===== src/hw/rtl/rmcb_pkg.sv =====
// Shared constants, types and channel math for the RGBA mip chain downsampler.
`default_nettype none

package rmcb_pkg;

    localparam int MAX_WIDTH  = 4096;
    localparam int MAX_LEVELS = 13;

    localparam int TEX_W  = 32;
    localparam int LVL_W  = 4;
    localparam int POS_W  = 11;
    localparam int CW     = $clog2(MAX_WIDTH);
    localparam int DIM_W  = CW + 1;
    localparam int SUM_W  = 36;
    localparam int NCELL  = MAX_LEVELS - 1;
    localparam int REG_W  = 13;
    localparam int MIP_W  = 4;
    localparam int DATA_W = 32;
    localparam int ADDR_W = 4;

    typedef struct packed {
        logic             vld;
        logic             done;
        logic [TEX_W-1:0] texel;
    } t_tok;

    typedef struct packed {
        logic             vld;
        logic [LVL_W-1:0] level;
        logic [POS_W-1:0] col;
        logic [POS_W-1:0] row;
        logic [TEX_W-1:0] texel;
        logic             last;
    } t_res;

    typedef struct packed {
        logic [DIM_W-1:0] w0;
        logic [DIM_W-1:0] h0;
        logic [LVL_W-1:0] nlev;
    } t_geom;

    // Row buffer depth of the cell that reduces level s.
    function automatic int ram_depth(input int s);
        int d;
        d = MAX_WIDTH >> (s + 1);
        return (d < 2) ? 2 : d;
    endfunction

    function automatic int ram_aw(input int s);
        return $clog2(ram_depth(s));
    endfunction

    // Four 9-bit channel sums of a horizontal pair.
    function automatic logic [SUM_W-1:0] pair_sum(input logic [TEX_W-1:0] a,
                                                  input logic [TEX_W-1:0] b);
        logic [SUM_W-1:0] r;
        r = '0;
        for (int c = 0; c < 4; c++) begin
            r[9*c +: 9] = {1'b0, a[8*c +: 8]} + {1'b0, b[8*c +: 8]};
        end
        return r;
    endfunction

    // Rounded half-up average of the 2x2 block.
    function automatic logic [TEX_W-1:0] box_avg(input logic [SUM_W-1:0] top,
                                                 input logic [SUM_W-1:0] bot);
        logic [TEX_W-1:0] r;
        logic [10:0]      s;
        r = '0;
        for (int c = 0; c < 4; c++) begin
            s = {2'b00, top[9*c +: 9]} + {2'b00, bot[9*c +: 9]} + 11'd2;
            r[8*c +: 8] = s[9:2];
        end
        return r;
    endfunction

endpackage

`default_nettype wire


===== src/hw/rtl/rmcb_cfg.sv =====
// APB register block and derived level geometry.
`default_nettype none

module rmcb_cfg (
    input  wire logic                        i_clk,
    input  wire logic                        i_rst_n,
    input  wire logic                        psel,
    input  wire logic                        penable,
    input  wire logic                        pwrite,
    input  wire logic [rmcb_pkg::ADDR_W-1:0] paddr,
    input  wire logic [rmcb_pkg::DATA_W-1:0] pwdata,
    output      logic [rmcb_pkg::DATA_W-1:0] prdata,
    output      logic                        pready,
    output      rmcb_pkg::t_geom             o_geom,
    output      logic                        o_restart
);

    localparam logic [1:0] REG_SRC_WIDTH  = 2'd0;
    localparam logic [1:0] REG_SRC_HEIGHT = 2'd1;
    localparam logic [1:0] REG_MIP_LEVELS = 2'd2;

    logic [rmcb_pkg::REG_W-1:0] r_src_width;
    logic [rmcb_pkg::REG_W-1:0] r_src_height;
    logic [rmcb_pkg::MIP_W-1:0] r_mip_levels;

    logic                       wr;
    logic [1:0]                 idx;
    logic [rmcb_pkg::DIM_W-1:0] w0, h0, m;
    logic [rmcb_pkg::LVL_W-1:0] lg, n_fit, want;

    assign pready    = 1'b1;
    assign wr        = psel && penable && pwrite;
    assign idx       = paddr[rmcb_pkg::ADDR_W-1:2];
    assign o_restart = wr;

    always_ff @(posedge i_clk) begin
        if (!i_rst_n) begin
            r_src_width  <= rmcb_pkg::REG_W'(4096);
            r_src_height <= rmcb_pkg::REG_W'(4096);
            r_mip_levels <= rmcb_pkg::MIP_W'(13);
        end else if (wr) begin
            case (idx)
                REG_SRC_WIDTH:  r_src_width  <= pwdata[rmcb_pkg::REG_W-1:0];
                REG_SRC_HEIGHT: r_src_height <= pwdata[rmcb_pkg::REG_W-1:0];
                REG_MIP_LEVELS: r_mip_levels <= pwdata[rmcb_pkg::MIP_W-1:0];
                default: ;
            endcase
        end
    end

    always_comb begin
        case (idx)
            REG_SRC_WIDTH:  prdata = rmcb_pkg::DATA_W'(r_src_width);
            REG_SRC_HEIGHT: prdata = rmcb_pkg::DATA_W'(r_src_height);
            REG_MIP_LEVELS: prdata = rmcb_pkg::DATA_W'(r_mip_levels);
            default:        prdata = '0;
        endcase
    end

    // dimensions saturate to 1..MAX_WIDTH
    always_comb begin
        if (r_src_width == '0) begin
            w0 = rmcb_pkg::DIM_W'(1);
        end else if (32'(r_src_width) > 32'(rmcb_pkg::MAX_WIDTH)) begin
            w0 = rmcb_pkg::DIM_W'(rmcb_pkg::MAX_WIDTH);
        end else begin
            w0 = rmcb_pkg::DIM_W'(r_src_width);
        end
        if (r_src_height == '0) begin
            h0 = rmcb_pkg::DIM_W'(1);
        end else if (32'(r_src_height) > 32'(rmcb_pkg::MAX_WIDTH)) begin
            h0 = rmcb_pkg::DIM_W'(rmcb_pkg::MAX_WIDTH);
        end else begin
            h0 = rmcb_pkg::DIM_W'(r_src_height);
        end
    end

    // level count: floor(log2(min dim)) + 1, capped by the requested count
    assign m = (w0 < h0) ? w0 : h0;

    always_comb begin
        lg = '0;
        for (int k = 1; k < rmcb_pkg::DIM_W; k++) begin
            if ((m >> k) != '0) begin
                lg = lg + rmcb_pkg::LVL_W'(1);
            end
        end
    end

    assign n_fit = lg + rmcb_pkg::LVL_W'(1);

    always_comb begin
        if (r_mip_levels == '0) begin
            want = rmcb_pkg::LVL_W'(1);
        end else if (r_mip_levels > rmcb_pkg::LVL_W'(rmcb_pkg::MAX_LEVELS)) begin
            want = rmcb_pkg::LVL_W'(rmcb_pkg::MAX_LEVELS);
        end else begin
            want = rmcb_pkg::LVL_W'(r_mip_levels);
        end
    end

    assign o_geom.w0   = w0;
    assign o_geom.h0   = h0;
    assign o_geom.nlev = (want < n_fit) ? want : n_fit;

endmodule

`default_nettype wire


===== config.mk =====
export PLATFORM = sky130hd
export DESIGN_NAME = rmcb_cfg
export DESIGN_NICKNAME = d
export VERILOG_FILES = /design/src/hw/rtl/rmcb_pkg.sv /design/src/hw/rtl/rmcb_cfg.sv
export SDC_FILE = /design/constraint.sdc
export NUM_CORES = 1
export LEC_CHECK = 0
export BUFFER_PORTS_ARGS = -buffer_cell sky130_fd_sc_hd__buf_2
export CAP_MARGIN = 20
export CORE_UTILIZATION = 42
export CTS_CLUSTER_DIAMETER = 100
export DETAILED_ROUTE_END_ITERATION = 8
export GPL_TIMING_DRIVEN = 1
export HOLD_SLACK_MARGIN = 0.15
export PLACE_DENSITY = 0.71
export SYNTH_ARGS = -nofsm -noshare
export SYNTH_HDL_FRONTEND = slang
export SYNTH_SLANG_ARGS = --single-unit

===== constraint.sdc =====
create_clock -name i_clk -period 10.8 [get_ports i_clk]
set_input_delay 1.08 -clock i_clk [delete_from_list [all_inputs] [get_ports i_clk]]
set_output_delay 1.08 -clock i_clk [all_outputs]
set_load 0.02 [all_outputs]

==> summary.txt <==
Die
  – Initial Util: 0.443
  – Die H: 93.0 um
  – Die width: 93.0 um
  – Core ar.: 0.00785 sq mm
  – Rows: 32
  – Die ar.: 0.00864 sq mm
  – IO Count: 105

Clock tree
  – Worst-skew pair later-pin latency: 280 ps
  – CTS Buf Count: 5
  – Bufs on Longest Clock Path: 2
  – Clk sinks: 30
  – CTS tree: built
  – Clk root buf: clkbuf_8
  – # H-tree levels: 2
  – Clk pin slew, worst setup/hold paths: 60 ps

STA
  – Setup tns final: 0 ps
  – Fmax: 0.0952 GHz
  – Final Critical Period: 10500 ps
  – Slew @ Worst Pin: 776 ps
  – Final hold violations: 0
  – Period utilization: 0.972
  – Worst Skew: 0 ps
  – Final setup vio count: 0
  – Max Slew Vio Count: 0
  – Worst rel slew slack: 0.479

Synthesis
  – Dominant cell type by area after synthesis: dfxtp_1
  – Top area cells in the synthesized netlist: dfxtp_1 (17%), nand2_1 (11%), ha_1 (10%)
  – Synthesis-stage register bit count: 30
  – Register area share after synthesis: 0.173
  – Mapped Area: 0.00348 sq mm
  – Most common cell in the netlist: nand2_1
  – Synth async-reset ratio: 0
  – Post-synth EDFFs: 0
  – Area share of the largest cell type after synthesis: 0.173
  – Synth warn: 0
  – Commonest cells in the netlist: nand2_1 (100), nor2_1 (34), dfxtp_1 (30), mux2i_1 (30), ha_1 (28)
  – Distinct cells, synth: 62
  – Commonest register cell after synthesis: dfxtp_1
  – Post-Syn Instances: 464
  – Post-Syn Area per Cell: 7.49 sq um

Drt
  – Routed Wire Length: 10.4 mm
  – Routed wl met2: 5.06 mm
  – Antenna Nets Post-Route: 0
  – Initial DRC count: 146
  – DR WL/cell: 14.9 um
  – Met3 wire length: 488 um
  – Top layer in use: met4
  – Drc violations: 0
  – Vias per Instance: 5.17
  – M1 WL: 4.58 mm
  – DR pass1 iterations: 7
  – Via count: 3585

Pwr
  – VDD IR max: 0.000487 V
  – Overall power: 0.00115 W
  – Leakage: 2.38 nW
  – Power density over cell area: 229 mW/mm^2

Placement
  – DPL Wire Length: 7.47 mm
  – GPL Wtd Cong: 0.891
  – # port buffers: 63

Job
  – Maxcap violations: 0

Final layout
  – Synthesis-to-layout area growth: 44.0%
  – N_diodes: 0
  – Layout cells sized above 1: 0.394
  – Final nets: 660

Global routing
  – Initial antenna violation count: 0
  – GRT overflow: 0
  – Vias in the first global route: 3354
  – Global-route wire length before repair: 15.6 mm
  – Total global-route track usage: 0.226
  – Largest net degree at the start of global routing: 31

Setup path
  – Slowest-stage cell, CP: or4_4
  – Crit-path max FO: 4
  – CP required: 9720 ps
  – CP most frequent cell: ha_4
  – Slowest Stage Delay on Critical Path: 570 ps
  – Critical Path Start Type: flop
  – Crit path kind: reg2out
  – Setup crit end kind: output pin
  – Worst endpoint data arrival time: 9420 ps

Worst hold path
  – Hold Crit Class: reg2reg

Status
  – Outcome: complete, no violations
[area by class of cell]
cell class	instances	area, sq um
inverter	28	118
timing repair buffer	144	985
clock buffer	7	86.3
clock inverter	1	5.00
sequential	30	609
tap	102	128
fill	661	2840
multi-input combinational	382	3070
[path summary, 6_finish.rpt]
kind	to	slack (ps)	cells after the start	from
min reg2reg	r_src_width[0]$_SDFFE_PN0P_	490	2	r_src_width[0]$_SDFFE_PN0P_
max	o_geom[0]	300	49	r_src_height[12]$_SDFFE_PN1P_
min	r_src_width[0]$_SDFFE_PN0P_	490	2	r_src_width[0]$_SDFFE_PN0P_
max reg2reg	r_src_width[7]$_SDFFE_PN0P_	9950	3	r_src_width[7]$_SDFFE_PN0P_
[through the flow]
stage               setup WS, ps  hold slack, ps  instances   util  cell area, sq um
detailed placement          -113             479        653  0.534              4190
finish                       298             487        694  0.638              5000
global route               -28.1             514        694  0.638              5000
floorplan                   11.8             451        482      -              3640
CTS                         13.1             487        685  0.581              4560
global placement            31.0             478        653  0.534              4190
[routing by layer]
layer	vias up	track usage
met1	1680	0.299
met5	-	0
met4	0	0.0731
li1	1781	-
met2	105	0.385
met3	19	0.0220
[worst max-delay path, delay by kind of cell, from the launching register on]
family	cells	cell delay, ps
and+or+nand+nor	14	1990
muxes	5	1180
adders and majority gates	13	3190
DFF	1	370
AOI/OAI and AO/OA	10	1770
buffers and inverters	7	650
[flip-flops by register name, indices dropped and copies added, names as in the netlist]
register / cells
r_mip_levels: 4
r_src_height: 13
r_src_width: 13
[report_power, final]
part / switching, W / leakage [nW] / internal (W)
Combinational: 0.000412 / 2.09 / 0.000530
Sequential: 0.00000184 / 0.243 / 0.000112
Clock: 0.0000401 / 0.0482 / 0.0000513
Total: 0.000454 / 2.38 / 0.000693
[cell families after synthesis]
group / Yosys count / synth area share
xor gates and xnor gates: 28 / 0.0947
AOI/OAI and AO/OA: 69 / 0.143
buffers and inverters: 70 / 0.101
muxes: 37 / 0.114
other: 2 / 0.00216
adders and majority gates: 28 / 0.101
and+or+nand+nor: 200 / 0.271
DFF: 30 / 0.173
[what timing repair did]
action / 4_1_cts / 5_1_grt
setup endpoints to repair: 3 / 3
hold buffers: 0 / 0
cloned: 0 / 1
pin swaps: 18 / 28
setup buffers: 24 / 10
hold endpoints to repair: 0 / 0
gates resized for setup: 18 / 62
[layout by cell type (no fill, tap or decap), types with 14 or more instances in the layout]
cell / n
conb_1: 20
nor2_1: 33
ha_4: 14
nand2_1: 96
buf_2: 61
buf_4: 75
mux2i_1: 28
inv_1: 20
dfxtp_1: 27
ha_1: 14
a21boi_0: 25
(Power assumes the default switching activity.)
