**src/hw/rtl/rmcb_pkg.sv**
```systemverilog
// Shared constants, types and channel math for the RGBA mip chain downsampler.
`default_nettype none

package rmcb_pkg;

    localparam int MAX_WIDTH  = 4096;
    localparam int MAX_LEVELS = 13;

    localparam int TEX_W  = 32;
    localparam int LVL_W  = 4;
    localparam int POS_W  = 11;
    localparam int CW     = $clog2(MAX_WIDTH);
    localparam int DIM_W  = CW + 1;
    localparam int SUM_W  = 36;
    localparam int NCELL  = MAX_LEVELS - 1;
    localparam int REG_W  = 13;
    localparam int MIP_W  = 4;
    localparam int DATA_W = 32;
    localparam int ADDR_W = 4;

    typedef struct packed {
        logic             vld;
        logic             done;
        logic [TEX_W-1:0] texel;
    } t_tok;

    typedef struct packed {
        logic             vld;
        logic [LVL_W-1:0] level;
        logic [POS_W-1:0] col;
        logic [POS_W-1:0] row;
        logic [TEX_W-1:0] texel;
        logic             last;
    } t_res;

    typedef struct packed {
        logic [DIM_W-1:0] w0;
        logic [DIM_W-1:0] h0;
        logic [LVL_W-1:0] nlev;
    } t_geom;

    // Row buffer depth of the cell that reduces level s.
    function automatic int ram_depth(input int s);
        int d;
        d = MAX_WIDTH >> (s + 1);
        return (d < 2) ? 2 : d;
    endfunction

    function automatic int ram_aw(input int s);
        return $clog2(ram_depth(s));
    endfunction

    // Four 9-bit channel sums of a horizontal pair.
    function automatic logic [SUM_W-1:0] pair_sum(input logic [TEX_W-1:0] a,
                                                  input logic [TEX_W-1:0] b);
        logic [SUM_W-1:0] r;
        r = '0;
        for (int c = 0; c < 4; c++) begin
            r[9*c +: 9] = {1'b0, a[8*c +: 8]} + {1'b0, b[8*c +: 8]};
        end
        return r;
    endfunction

    // Rounded half-up average of the 2x2 block.
    function automatic logic [TEX_W-1:0] box_avg(input logic [SUM_W-1:0] top,
                                                 input logic [SUM_W-1:0] bot);
        logic [TEX_W-1:0] r;
        logic [10:0]      s;
        r = '0;
        for (int c = 0; c < 4; c++) begin
            s = {2'b00, top[9*c +: 9]} + {2'b00, bot[9*c +: 9]} + 11'd2;
            r[8*c +: 8] = s[9:2];
        end
        return r;
    endfunction

endpackage

`default_nettype wire

```
**src/hw/rtl/rmcb_cell.sv**
```systemverilog
// One reduction cell: tracks position in its level and builds 2x2 averages.
`default_nettype none

module rmcb_cell (
    input  wire logic                       i_clk,
    input  wire logic                       i_rst_n,
    input  wire logic [rmcb_pkg::LVL_W-1:0] i_lvl,
    input  wire rmcb_pkg::t_geom            i_geom,
    input  wire logic                       i_adv,
    input  wire logic                       i_restart,
    input  wire rmcb_pkg::t_tok             i_tok,
    output      rmcb_pkg::t_tok             o_tok,
    output      rmcb_pkg::t_res             o_res,
    output      logic                       o_wr_en,
    output      logic [rmcb_pkg::POS_W-1:0] o_wr_addr,
    output      logic [rmcb_pkg::SUM_W-1:0] o_wr_data,
    output      logic [rmcb_pkg::POS_W-1:0] o_rd_addr,
    input  wire logic [rmcb_pkg::SUM_W-1:0] i_rd_data
);

    logic [rmcb_pkg::CW-1:0]    r_col;
    logic [rmcb_pkg::CW-1:0]    r_row;
    logic [rmcb_pkg::TEX_W-1:0] r_left;
    rmcb_pkg::t_tok             r_tok;

    logic [rmcb_pkg::DIM_W-1:0] ws, hs, x_nx, y_nx;
    logic [rmcb_pkg::CW-1:0]    wd, hd;
    logic [rmcb_pkg::POS_W-1:0] col_h, row_h;
    logic                       x_last, y_last, lvl_ok, in_rng, live, emit, done_out, is_end;
    logic [rmcb_pkg::SUM_W-1:0] pair;
    logic [rmcb_pkg::TEX_W-1:0] avg;

    assign ws   = i_geom.w0 >> i_lvl;
    assign hs   = i_geom.h0 >> i_lvl;
    assign wd   = ws[rmcb_pkg::DIM_W-1:1];
    assign hd   = hs[rmcb_pkg::DIM_W-1:1];
    assign x_nx = {1'b0, r_col} + rmcb_pkg::DIM_W'(1);
    assign y_nx = {1'b0, r_row} + rmcb_pkg::DIM_W'(1);
    assign x_last = (x_nx >= ws);
    assign y_last = (y_nx >= hs);
    assign col_h  = r_col[rmcb_pkg::CW-1:1];
    assign row_h  = r_row[rmcb_pkg::CW-1:1];

    assign lvl_ok = (({1'b0, i_lvl} + (rmcb_pkg::LVL_W+1)'(1)) < {1'b0, i_geom.nlev});
    // odd last column or row of the source level is dropped
    assign in_rng = ({1'b0, r_col} < {wd, 1'b0}) && ({1'b0, r_row} < {hd, 1'b0});
    assign live   = i_tok.vld && lvl_ok && in_rng;
    assign emit   = live && r_col[0] && r_row[0];

    // end of the base image is seen by the level-0 cell and rides down the chain
    assign done_out = i_tok.done ||
                      ((i_lvl == '0) && i_tok.vld && x_last && y_last);

    assign is_end = (({1'b0, i_lvl} + (rmcb_pkg::LVL_W+1)'(2)) == {1'b0, i_geom.nlev}) &&
                    (({1'b0, col_h} + rmcb_pkg::CW'(1)) == wd) &&
                    (({1'b0, row_h} + rmcb_pkg::CW'(1)) == hd);

    assign pair = rmcb_pkg::pair_sum(r_left, i_tok.texel);
    assign avg  = rmcb_pkg::box_avg(i_rd_data, pair);

    assign o_wr_en   = i_adv && live && r_col[0] && !r_row[0];
    assign o_wr_addr = col_h;
    assign o_wr_data = pair;
    // read address follows the column counter so data is ready for the odd texel
    assign o_rd_addr = col_h;

    assign o_res.vld   = emit;
    assign o_res.level = i_lvl + rmcb_pkg::LVL_W'(1);
    assign o_res.col   = col_h;
    assign o_res.row   = row_h;
    assign o_res.texel = avg;
    assign o_res.last  = is_end;

    assign o_tok = r_tok;

    always_ff @(posedge i_clk) begin
        if (!i_rst_n) begin
            r_col      <= '0;
            r_row      <= '0;
            r_tok.vld  <= 1'b0;
            r_tok.done <= 1'b0;
        end else if (i_restart) begin
            r_col      <= '0;
            r_row      <= '0;
            r_tok.vld  <= 1'b0;
            r_tok.done <= 1'b0;
        end else if (i_adv) begin
            if (done_out) begin
                r_col <= '0;
                r_row <= '0;
            end else if (i_tok.vld) begin
                if (x_last) begin
                    r_col <= '0;
                    r_row <= y_nx[rmcb_pkg::CW-1:0];
                end else begin
                    r_col <= x_nx[rmcb_pkg::CW-1:0];
                end
            end
            r_tok.vld   <= emit;
            r_tok.done  <= done_out;
            r_tok.texel <= avg;
        end
    end

    always_ff @(posedge i_clk) begin
        if (i_adv && live && !r_col[0]) begin
            r_left <= i_tok.texel;
        end
    end

endmodule

`default_nettype wire

```
**config.mk**
```make
export PLATFORM = sky130hd
export DESIGN_NAME = rmcb_cell
export DESIGN_NICKNAME = d
export VERILOG_FILES = /design/src/hw/rtl/rmcb_pkg.sv /design/src/hw/rtl/rmcb_cell.sv
export SDC_FILE = /design/constraint.sdc
export NUM_CORES = 1
export LEC_CHECK = 0
export BUFFER_PORTS_ARGS = -buffer_cell sky130_fd_sc_hd__buf_2
export CAP_MARGIN = 20
export CELL_PAD_IN_SITES_DETAIL_PLACEMENT = 0
export CELL_PAD_IN_SITES_GLOBAL_PLACEMENT = 1
export CORE_MARGIN = 3
export CORE_UTILIZATION = 30
export CTS_CLUSTER_DIAMETER = 30
export CTS_CLUSTER_SIZE = 16
export DETAILED_ROUTE_END_ITERATION = 10
export PLACE_DENSITY = 0.68
export SETUP_SLACK_MARGIN = 0.3
export SLEW_MARGIN = 10
export SYNTH_ARGS = -nofsm -noshare
export SYNTH_HDL_FRONTEND = slang
export SYNTH_SLANG_ARGS = --single-unit
```
**constraint.sdc**
```tcl
create_clock -name i_clk -period 8.19 [get_ports i_clk]
set_input_delay 0.4095 -clock i_clk [delete_from_list [all_inputs] [get_ports i_clk]]
set_output_delay 0.4095 -clock i_clk [all_outputs]
set_load 0.03 [all_outputs]
```
==> run metrics <==
status finished clean; Die W 183 µm; placed inst area 10700 µm²; syn nets 1250; clk slew on worst S/H paths 0.07 ns; antenna violations before repair 2; final setup fails 0; commonest non-fill, non-tap cell in the layout buf_2; worst-case clock buffer depth 2; DRC Markers 0; TNS Setup 0 ns; final WL 27200 µm; WP data arrival ~4.3 ns; Leakage 5.15 nW; die extent in y approximately 180 µm; CTS tree built; Post-Syn Instances between 900 and 1000; Post-CTS Setup Bufs 0; GPL Wtd Cong 0.841; crit path max-delay cell type buf_2; Detailed Route Iter0 Violations between 300 and 400; number of vias per cell 5.04; CP Cell Sequence buf_2, mux2i_1, mux2i_1, a21oi_1, o22a_1, inv_1, ha_1, nor4_1, nand3_1, a2111oi_0, o2111ai_1, or4_1, nor4_2, buf_2; Via Count 7923; floorplan row count 64; crit path capture type output pin; Final Hold Viols 0; Syn. warnings 0; nets 1438; Inserted Diodes 0; hold endpoint r_left[6]$_DFFE_PP_; Pwr Density roughly 190 nW/µm²; Worst R2R Start r_col[0]$_SDFFE_PP0P_; largest net degree at the start of global routing 37; number of flops mapped to enable cells by yosys 64; max_cap viols 0; GRT overflow 0; Final Max Slew Viols 0; Sink Count 90; Final HPWL DP approximately 23000 µm; area grow syn2layout 17.2%; FFs w/ async S/R, synth 0; Root Driver clkbuf_16; Clk Latency, worst-skew pair 0.36 ns; register area 2440 µm²; worst slew pin tran 0.812 ns; global-route wire length before repair 41600 µm; final clock skew 0.00765 ns; Synth Register Bits 90; fin area 11000 µm²; worst setup path class input port to output pin; Synth Cell Area 9370 µm²; Synth cell types 68; cts-stage hold buffer count 0; Worst setup SP type input port; Reg2Reg Depth 13; unrepaired setup endpoints after global routing false; Routed Antenna Nets 0; minimum clock period 4.75 ns; Top FF cell, synth edfxtp_1; crit path buf inv count 3; Worst Hold Depth 1; CP delay by family, top simple AND/OR/NAND/NOR gates; Routed WL per cell approximately 17 µm; period utilization 0.580; Worst path max stage delay about 0.62 ns; Initial Utilization 0.306; multi-input logic area a little over 6000 µm²; CP max FO 34; Fmax ~210 MHz; CORE AREA 30700 µm²; Port Buffer Count 260; H-Tree Depth 3; DIE AREA 33400 µm²; maximum vdd drop 0.0906 mV; most frequent cells in the layout buf_2 (260), ha_1 (151), xnor2_1 (71); Pre-antenna DRT Iters 4; # IOs roughly 260; capturing point of the worst reg2reg path r_row[1]$_SDFFE_PP0P_; fraction of layout cells with a size suffix above 1 0.255; WP data required 7.78 ns; FILL cells about 3200; mean area per synthesized cell around 9.5 µm²; number of global-route vias before repair 7583; number of CTS-inserted buffers 9; worst min path class input port to flip-flop; Post-CTS Resized 0; GRT Total Usage 0.158; register area share after synthesis 0.261; Worst R2R Setup Slack 3.94 ns; Slew Limit Headroom 0.459; Worst Hold Launch i_tok[6]
[worst register-to-register path, delay by kind of cell (launching register included)]
family,cells,cell delay (ns)
compound gates,5,1.36
xor+xnor,1,0.17
fa+ha+maj,2,0.64
flops,1,0.62
simple gates,5,1.41
[cell families after synthesis]
logic type | count (synthesis) | share of synthesized area
multiplexers | 39 | 0.0588
flip-flops | 90 | 0.261
XOR/XNOR | 114 | 0.107
AO/OA/AOI/OAI | 193 | 0.136
buffers and inverters | 148 | 0.0808
adder cells (fa/ha/maj) | 159 | 0.219
AND/OR/NAND/NOR | 240 | 0.138
[cells in the mapped netlist, types with 4 or more instances]
cell type  instances  share of area
nor3_1            15         0.0080
nor3b_1            7         0.0056
xnor2_1           71          0.066
nor4_1             4         0.0027
clkbuf_1          25          0.010
a211oi_1           5         0.0040
inv_1             61          0.024
o21a_1            10         0.0080
mux2_2             4         0.0048
and4_1             4         0.0037
and3_1             7         0.0047
nand4_1           11         0.0073
xor2_1            43          0.040
edfxtp_1          64           0.21
buf_2              8         0.0043
o22ai_1            4         0.0027
o2bb2ai_1          6         0.0056
nand3_1           26          0.014
and2_1             7         0.0047
nor2_1            41          0.016
mux4_2            12          0.029
nand2b_1          18          0.012
buf_4             47          0.038
or3_1             13         0.0087
fa_1               8          0.017
a22oi_1            7         0.0056
nor2b_1           22          0.015
nand3b_1          10         0.0080
a21o_1            28          0.022
mux2i_1           22          0.024
o21ai_0           39          0.021
dfxtp_1           26          0.056
nand2_1           44          0.018
o21bai_1          10         0.0080
ha_1             151           0.20
a21oi_1           44          0.024
o211ai_1           6         0.0048
[sequential cells by signal, indices dropped and copies added, names as in the netlist]
register / count
r_left: 32
o_tok: 34
r_row: 12
r_col: 12
[through the flow]
step	setup slack, ns	std cells	utilization	power [W]	hold WS, ns
detailed placement	3.46	1556	0.348	0.00164	0.488
finish	3.44	1572	0.358	0.00208	0.247
global placement	3.58	1556	0.348	0.00163	0.477
CTS	3.43	1572	0.358	0.00211	0.220
global route	3.08	1572	0.358	0.00221	0.228
floorplan	2.36	983	-	0.00132	0.508
[cell type report]
| type | instances | share of cell area |
|---|---|---|
| clock inverters | 7 | 0.00843 |
| inverters | 63 | 0.0215 |
| repair buffers | 262 | 0.120 |
| clock buffers | 9 | 0.0205 |
| flip-flops and latches | 90 | 0.222 |
| well taps | 396 | 0.0451 |
| multi-input cells | 745 | 0.562 |
[report_power, final]
part           internal, W  switching (W)
registers         0.000545     0.00000686
logic             0.000352       0.000714
clock network     0.000267       0.000191
[worst max-delay path by stage]
stage	slack [ns]	end	startpoint	cells past startpoint
2_1_floorplan	2.36	r_left[0]$_DFFE_PP_	i_lvl[0]	15
3_3_place_gp	3.58	o_res[0]	i_lvl[0]	13
3_5_place_dp	3.46	o_res[0]	i_lvl[0]	14
4_1_cts	3.43	o_res[0]	i_lvl[0]	14
5_1_grt	3.08	o_res[0]	i_lvl[0]	14
6_report	3.44	o_res[0]	i_lvl[0]	14
[layer usage]
layer | share of wire | global-route usage | vias up | wire (µm)
met5 | 0.0012 | 0 | - | 33
met4 | 0.014 | 0.0414 | 4 | 380
met3 | 0.059 | 0.0284 | 28 | 1590
met2 | 0.48 | 0.279 | 234 | 13200
met1 | 0.44 | 0.198 | 3755 | 12000
li1 | - | - | 3902 | -
(Power assumes the default switching activity.)
